`config.mk`:
```
export PLATFORM = sky130hd
export DESIGN_NAME = midi_note_sawtooth_oscillator
export DESIGN_NICKNAME = d
export VERILOG_FILES = /design/src/hdl/mnso_pkg.sv /design/src/hdl/midi_note_sawtooth_oscillator.sv
export SDC_FILE = /design/constraint.sdc
export NUM_CORES = 1
export LEC_CHECK = 0
export BUFFER_PORTS_ARGS = -buffer_cell sky130_fd_sc_hd__buf_2
export CORE_MARGIN = 4
export CORE_UTILIZATION = 33
export DETAILED_ROUTE_END_ITERATION = 8
export MAX_ROUTING_LAYER = met4
export SYNTH_ARGS = -nofsm -noshare
export SYNTH_HDL_FRONTEND = slang
export SYNTH_SLANG_ARGS = --single-unit
```
`constraint.sdc`:
```
create_clock -name clk -period 3.7 [get_ports clk]
set_clock_uncertainty 0.15 [all_clocks]
set_input_delay 0.37 -clock clk [delete_from_list [all_inputs] [get_ports clk]]
set_output_delay 0.37 -clock clk [all_outputs]
set_load 0.03 [all_outputs]
```
`src/hdl/mnso_pkg.sv`:
```
// constants shared by the midi note sawtooth oscillator
// note frequency table, receiver state codes, midi status codes, dac control bits
// no dependencies
package mnso_pkg;

  // built-in note table: note 21 (A0) upward, 88 entries
  localparam int unsigned TABLE_LEN   = 88;
  localparam int unsigned TABLE_IDX_W = $clog2(TABLE_LEN);
  localparam int unsigned FREQ_W      = 22;

  // sample rate divisor, 44107.5121 Hz in units matching millihertz * 2560
  localparam longint unsigned RATE_DIV = 64'd441075121;
  localparam longint unsigned RATE_MUL = 64'd2560;

  // upper nibble of the dac word
  localparam logic [3:0] DAC_CTRL = 4'h7;

  // midi status nibbles
  localparam logic [3:0] STATUS_NOTE_ON  = 4'h9;
  localparam logic [3:0] STATUS_NOTE_OFF = 4'h8;

  // byte receiver states
  localparam logic [1:0] RX_IDLE     = 2'd0;
  localparam logic [1:0] RX_NOTE_ON  = 2'd1;
  localparam logic [1:0] RX_DONE     = 2'd2;
  localparam logic [1:0] RX_NOTE_OFF = 2'd3;

  typedef logic [FREQ_W-1:0] freq_t;
  typedef freq_t freq_table_t [TABLE_LEN];

  // equal tempered note frequencies in millihertz
  localparam freq_table_t FREQ_MHZ = '{
    22'd27500,   22'd29135,   22'd30868,   22'd32703,   22'd34648,   22'd36708,
    22'd38891,   22'd41203,   22'd43654,   22'd46249,   22'd48999,   22'd51913,
    22'd55000,   22'd58270,   22'd61735,   22'd65406,   22'd69296,   22'd73416,
    22'd77782,   22'd82407,   22'd87307,   22'd92499,   22'd97999,   22'd103826,
    22'd110000,  22'd116541,  22'd123471,  22'd130813,  22'd138591,  22'd146832,
    22'd155563,  22'd164814,  22'd174614,  22'd184997,  22'd195998,  22'd207652,
    22'd220000,  22'd233082,  22'd246942,  22'd261626,  22'd277183,  22'd293665,
    22'd311127,  22'd329628,  22'd349228,  22'd369994,  22'd391995,  22'd415305,
    22'd440000,  22'd466164,  22'd493883,  22'd523251,  22'd554365,  22'd587330,
    22'd622254,  22'd659255,  22'd698456,  22'd739989,  22'd783991,  22'd830609,
    22'd880000,  22'd932328,  22'd987767,  22'd1046502, 22'd1108731, 22'd1174659,
    22'd1244508, 22'd1318510, 22'd1396913, 22'd1479978, 22'd1567982, 22'd1661219,
    22'd1760000, 22'd1864655, 22'd1975533, 22'd2093005, 22'd2217461, 22'd2349318,
    22'd2489016, 22'd2637020, 22'd2793826, 22'd2959955, 22'd3135963, 22'd3322438,
    22'd3520000, 22'd3729310, 22'd3951066, 22'd4186009
  };

endpackage

```
`src/hdl/midi_note_sawtooth_oscillator.sv`:
```
// midi note-on/note-off parser driving a sawtooth phase accumulator
// holds the step table, receiver state, phase register and output register
// depends on mnso_pkg
//
//  channel | ports                        | beat contents
//  --------+------------------------------+---------------------------------------
//  in      | in_tvalid/in_tready          | tdata: midi_byte; tuser: cmd (1 = tick)
//  out     | out_tvalid/out_tready        | tdata: dac_word, gate; tuser: sample_valid
//
// one beat in gives one beat out, in the next cycle, from the output register
// a new beat is taken every cycle while the output register is empty or being drained
// the step lookup, phase add and limit compare all sit before the output register
// rst_n clears receiver state, note, gate, step and phase; out_tvalid drops
// a stall on out holds the result and stops in_tready until it is taken
module midi_note_sawtooth_oscillator #(
  parameter int unsigned NOTE_COUNT    = 88,
  parameter int unsigned LOWEST_NOTE   = 21,
  parameter int unsigned FRACTION_BITS = 16
) (
  input  logic        clk,
  input  logic        rst_n,
  input  logic        in_tvalid,
  output logic        in_tready,
  input  logic [7:0]  in_tdata,   // [7:0] midi_byte
  input  logic        in_tuser,   // [0] cmd
  output logic        out_tvalid,
  input  logic        out_tready,
  output logic [23:0] out_tdata,  // [15:0] dac_word, [16] gate, [23:17] zero
  output logic        out_tuser   // [0] sample_valid
);

  localparam int unsigned PHASE_W = 8 + FRACTION_BITS;
  localparam int unsigned LIM     = (NOTE_COUNT < mnso_pkg::TABLE_LEN) ?
                                    NOTE_COUNT : mnso_pkg::TABLE_LEN;
  localparam logic [7:0]  LOW_NOTE_B  = 8'(LOWEST_NOTE);
  localparam logic [7:0]  NOTE_LIM_B  = 8'(LIM);
  localparam logic [PHASE_W-1:0] PHASE_LIMIT = PHASE_W'(255) << FRACTION_BITS;

  typedef logic [PHASE_W-1:0] step_t;
  typedef step_t step_table_t [mnso_pkg::TABLE_LEN];

  // phase steps rounded to nearest, worked out at elaboration
  function automatic step_table_t build_steps();
    step_table_t     t;
    longint unsigned num;
    for (int i = 0; i < mnso_pkg::TABLE_LEN; i++) begin
      num  = (64'(mnso_pkg::FREQ_MHZ[i]) * mnso_pkg::RATE_MUL) << FRACTION_BITS;
      t[i] = PHASE_W'((num + mnso_pkg::RATE_DIV / 2) / mnso_pkg::RATE_DIV);
    end
    return t;
  endfunction

  localparam step_table_t STEP_TABLE = build_steps();

  logic [1:0]         rx_state_r, rx_state_nxt;
  logic [7:0]         held_note_r, held_note_nxt;
  logic [PHASE_W-1:0] step_r, step_nxt;
  logic [PHASE_W-1:0] phase_r, phase_nxt;
  logic               gate_r, gate_nxt;
  logic               out_valid_r;
  logic [23:0]        out_data_r, out_data_nxt;
  logic               out_user_r;

  logic               in_fire;
  logic [7:0]         note_idx;
  logic               in_table;
  logic [PHASE_W:0]   phase_sum;
  logic [7:0]         sample;

  assign in_tready = !out_valid_r || out_tready;
  assign in_fire   = in_tvalid && in_tready;

  // table index for a note-on byte
  assign note_idx = in_tdata - LOW_NOTE_B;
  assign in_table = (in_tdata >= LOW_NOTE_B) && (note_idx < NOTE_LIM_B);

  // phase advance with reset at the limit
  assign phase_sum = {1'b0, phase_r} + {1'b0, step_r};
  assign sample    = (held_note_r != 8'd0) ? phase_r[FRACTION_BITS +: 8] : 8'd0;

  // next state and result for one beat
  always_comb begin
    rx_state_nxt  = rx_state_r;
    held_note_nxt = held_note_r;
    step_nxt      = step_r;
    phase_nxt     = phase_r;
    gate_nxt      = gate_r;
    out_data_nxt  = '0;
    if (in_tuser) begin
      phase_nxt = (phase_sum >= {1'b0, PHASE_LIMIT}) ? '0 : phase_sum[PHASE_W-1:0];
      out_data_nxt = {7'd0, gate_r, mnso_pkg::DAC_CTRL, sample, 4'd0};
    end else begin
      priority if (rx_state_r == mnso_pkg::RX_NOTE_ON) begin
        held_note_nxt = in_tdata;
        if (in_table) begin
          step_nxt = STEP_TABLE[note_idx[mnso_pkg::TABLE_IDX_W-1:0]];
        end
        gate_nxt     = 1'b1;
        rx_state_nxt = mnso_pkg::RX_DONE;
      end else if (rx_state_r == mnso_pkg::RX_NOTE_OFF) begin
        if (held_note_r == in_tdata) begin
          rx_state_nxt  = mnso_pkg::RX_IDLE;
          held_note_nxt = 8'd0;
          gate_nxt      = 1'b0;
        end else begin
          rx_state_nxt = mnso_pkg::RX_DONE;
        end
      end else if (in_tdata[7:4] == mnso_pkg::STATUS_NOTE_ON) begin
        rx_state_nxt = mnso_pkg::RX_NOTE_ON;
      end else if (in_tdata[7:4] == mnso_pkg::STATUS_NOTE_OFF) begin
        rx_state_nxt = mnso_pkg::RX_NOTE_OFF;
      end else begin
        // other bytes leave the receiver as it is
        rx_state_nxt = rx_state_r;
      end
      out_data_nxt = {7'd0, gate_nxt, 16'd0};
    end
  end

  // state registers
  always_ff @(posedge clk) begin
    if (!rst_n) begin
      rx_state_r  <= mnso_pkg::RX_IDLE;
      held_note_r <= 8'd0;
      step_r      <= '0;
      phase_r     <= '0;
      gate_r      <= 1'b0;
    end else if (in_fire) begin
      rx_state_r  <= rx_state_nxt;
      held_note_r <= held_note_nxt;
      step_r      <= step_nxt;
      phase_r     <= phase_nxt;
      gate_r      <= gate_nxt;
    end
  end

  // output register
  always_ff @(posedge clk) begin
    if (!rst_n) begin
      out_valid_r <= 1'b0;
    end else if (in_fire) begin
      out_valid_r <= 1'b1;
    end else if (out_tready) begin
      out_valid_r <= 1'b0;
    end
  end

  always_ff @(posedge clk) begin
    if (in_fire) begin
      out_data_r <= out_data_nxt;
      out_user_r <= in_tuser;
    end
  end

  assign out_tvalid = out_valid_r;
  assign out_tdata  = out_data_r;
  assign out_tuser  = out_user_r;

  // a held note always has the gate up
  a_note_gate: assert property (@(posedge clk) disable iff (!rst_n)
    (held_note_r != 8'd0) |-> gate_r)
    else $error("held note without gate");

  // phase never sits at or above the limit
  a_phase_lim: assert property (@(posedge clk) disable iff (!rst_n)
    phase_r < PHASE_LIMIT)
    else $error("phase beyond limit");

  // a tick beat comes out as a sample beat
  a_tick_out: assert property (@(posedge clk) disable iff (!rst_n)
    (in_fire && in_tuser) |=> (out_tvalid && out_tuser))
    else $error("tick did not give a sample");

  // the note byte after a note-on status raises the gate
  a_note_on: assert property (@(posedge clk) disable iff (!rst_n)
    (in_fire && !in_tuser && rx_state_r == mnso_pkg::RX_NOTE_ON) |=>
      (rx_state_r == mnso_pkg::RX_DONE && gate_r && out_tdata[16]))
    else $error("note-on byte not taken");

endmodule
```
==> results.py <==
metrics = {
    "run_status": {
        "status": "finished clean",
    },
    "global_routing": {
        "grt_usage_pct": 19.6,
        "grt_pass1_wl_mm": 33.9,
        "overflow": 0,
        "grt_max_degree": 51,
        "antenna_found_initial": 1,
        "grt_pass1_vias": 6186,
    },
    "run": {
        "cap_violations": 0,
    },
    "floorplan": {
        "die_h_um": 148,
        "io_pins": 40,
        "coreArea_sq_um": 19400,
        "die-area_sq_um": 22000,
        "die_w_um": 148,
        "start_util_pct": 33.4,
        "rows": 51,
    },
    "logic_synthesis": {
        "ys_top_cells_by_count": "nand2_1 (117), a21oi_1 (98), nor2_1 (77), o21ai_0 (70), dfxtp_1 (57)",
        "synth_most_common_cell": "nand2_1",
        "yosys_warnings": 0,
        "ys_types": 85,
        "post-synth-top-area-cell": "dfxtp_1",
        "synth_seq_cells": 67,
        "synth.area.top_cells": "dfxtp_1 (18%), a21oi_1 (7.6%), ha_1 (7.3%), nand2_1 (6.8%), o21ai_0 (5.4%)",
        "syn_area_sq_um": 6480,
        "ys_async_sr_fraction_pct": 0,
        "ys_seq_area_share_pct": 22.2,
        "synth_top_cell_area_share_pct": 17.6,
        "syn_area_per_cell_sq_um": 7.28,
        "synth_edf_count": 10,
        "syn_inst": 891,
        "synth_ff_type": "dfxtp_1",
    },
    "sta": {
        "slew_viol_final": 0,
        "setup_ws_ns": 0.238,
        "finalHoldViolations": 0,
        "fin_tns_setup_ns": 0,
        "fin_crit_sh_pct": 93.6,
        "worst_pin_slew_ns": 1.08,
        "min_period_ns": 3.46,
        "setup_viol": 0,
        "rsz0062_at_grt": "no",
        "clock.fmax_mhz": 289,
        "relSlewSlack_pct": 27.9,
    },
    "critical_path": {
        "cp_max_fo": 19,
        "cp.required_ns": 3.77,
        "startpoint_type": "register",
        "worstSetupPathType": "reg2reg",
        "cp.arrival_ns": 3.53,
        "endpoint_kind": "register",
    },
    "cts": {
        "cts_made_buffers": 9,
        "clkSinkCount": 67,
        "cts_tree": "done",
        "cts_htree_levels": 3,
        "max-clock-path-buffers": 2,
        "path_clk_slew_ns": 0.06,
        "postCtsHoldBufs": 0,
        "clock_latency_ns": 0.34,
        "root_buffer": "clkbuf_16",
    },
    "power_and_ir_drop": {
        "power_frac_clock_pct": 33.9,
        "power_frac_comb_pct": 33.2,
        "cellLeakagePower_nw": 2.84,
        "powerDensity_nw_per_um2": 319,
        "p_seq_share_pct": 32.9,
        "switching_share_pct": 36.8,
        "p_sw_mw": 0.844,
        "power.internal_mw": 1.45,
        "ir_drop_mv": 0.208,
        "total_power_mw": 2.29,
    },
    "route": {
        "wl_per_cell_um": 18.3,
        "drt_first_pass_iters": 5,
        "viasPerCell": 5.91,
        "vias": 6909,
        "drt-initial-drc-count": 775,
        "ant_nets": 0,
        "wl_mm": 21.3,
        "drc_errors": 0,
    },
    "placement": {
        "routabilityCongestion": 1.01,
        "io_buffers": 27,
        "dpl.hpwl_mm": 15.5,
        "post-place-ws_ns": 0.161,
        "place_area_sq_um": 6910,
    },
    "finish": {
        "nets": 949,
        "fin_area_sq_um": 7200,
        "num-fill-cells": 2057,
        "areaGrowthSynthToFinish_pct": 11.0,
        "drive_gt1_share_pct": 13.2,
    },
    "worst_hold_path": {
        "worstHoldPathType": "in2reg",
    },
}
-- kinds of logic (layout without fill, tap and decap cells) --
kind of cell | after synthesis | after routing | synth area share [%]
AO/OA/AOI/OAI | 344 | 344 | 35.2
flip-flops | 67 | 67 | 22.2
multiplexers | 11 | 11 | 2.32
other | 1 | 14 | 0.0578
AND/OR/NAND/NOR | 292 | 292 | 20.7
XOR/XNOR | 30 | 30 | 4.05
buffers and inverters | 107 | 107 | 7.85
adder cells (fa/ha/maj) | 39 | 39 | 7.64
-- flip-flops by register name (all words and copies together), names as in the netlist --
| signal | count |
|---|---|
| rx_state_r | 2 |
| held_note_r | 8 |
| phase_r | 24 |
| out_tdata | 10 |
| step_r | 21 |
| out_tvalid | 1 |
| gate_r | 1 |
-- final timing paths --
check	start	to	slack [ns]	cells past startpoint
max	step_r[0]	phase_r[21]	0.24	12
min	in_tuser	out_tdata[14]	0.14	1
max reg2reg	step_r[0]	phase_r[21]	0.24	12
min reg2reg	phase_r[12]	phase_r[12]	0.32	1
-- metrics by stage --
stage          util [%]  hold slack [ns]  cells
2_1_floorplan         -            0.290    902
3_3_place_gp       35.6            0.303   1149
3_5_place_dp       35.6            0.309   1149
4_1_cts            37.0            0.128   1165
5_1_grt            37.1            0.138   1168
6_report           37.1            0.140   1169
-- area by class of cell --
cell class | count | area, sq um | share of cell area, %
repair buffers | 68 | 468 | 6.50
diodes | 2 | 5.00 | 0.0695
flip-flops and latches | 67 | 1440 | 20.0
well taps | 265 | 332 | 4.61
clock inverters | 5 | 30.0 | 0.417
inverters | 23 | 87.6 | 1.22
multi-input cells | 728 | 4600 | 63.9
clock buffers | 11 | 233 | 3.23
-- metal layers --
layer | vias to the layer above | track usage [%] | wire length, um
met2 | 348 | 29.1 | 9230
li1 | 3296 | - | -
met4 | 0 | 8.45 | 873
met5 | - | - | 0
met1 | 3192 | 26.2 | 9310
met3 | 73 | 3.56 | 1940
-- worst max-delay path, cell delays in order (launching register included) --
cell and delay (ns):
dfxtp_1 0.34, ha_1 0.20, inv_1 0.07, fa_1 0.38
or2b_1 0.28, a21oi_2 0.25, o21ai_2 0.12, a211o_1 0.32
nand2_1 0.11, a41oi_1 0.20, o21ai_2 0.39, nor2_4 0.19
a221o_1 0.35
-- power groups by stage --
stage / Sequential [mW] / Combinational (mW) / Clock (mW)
2_1_floorplan: 0.784 / 0.497 / 0
3_3_place_gp: 0.770 / 0.741 / 0
3_5_place_dp: 0.770 / 0.731 / 0
4_1_cts: 0.755 / 0.734 / 0.799
5_1_grt: 0.755 / 0.811 / 0.830
6_report: 0.755 / 0.760 / 0.778
-- placed cells by master (no fill, tap or decap), types with 7 or more instances in the layout --
master	n
nand2_1	117
a21oi_1	97
nor2_1	77
o21ai_0	70
dfxtp_1	57
buf_4	39
ha_1	38
buf_2	27
nand3_1	25
a31oi_1	23
inv_1	20
xnor2_1	20
nor3_1	17
a211oi_1	17
o211ai_1	16
and2_1	14
conb_1	12
a22o_1	11
o22ai_1	10
edfxtp_1	10
o31ai_1	9
nand2b_1	9
clkbuf_16	9
a21o_1	8
a221oi_1	8
a311oi_1	8
xor2_1	8
o221ai_1	7
-- repair_timing --
action,4_1_cts,5_1_grt
resized for setup,0,0
endpoints found under the hold margin,0,0
buffers inserted,0,2
setup endpoints to repair,0,4
No activity file was read; power rests on OpenSTA's default activity.
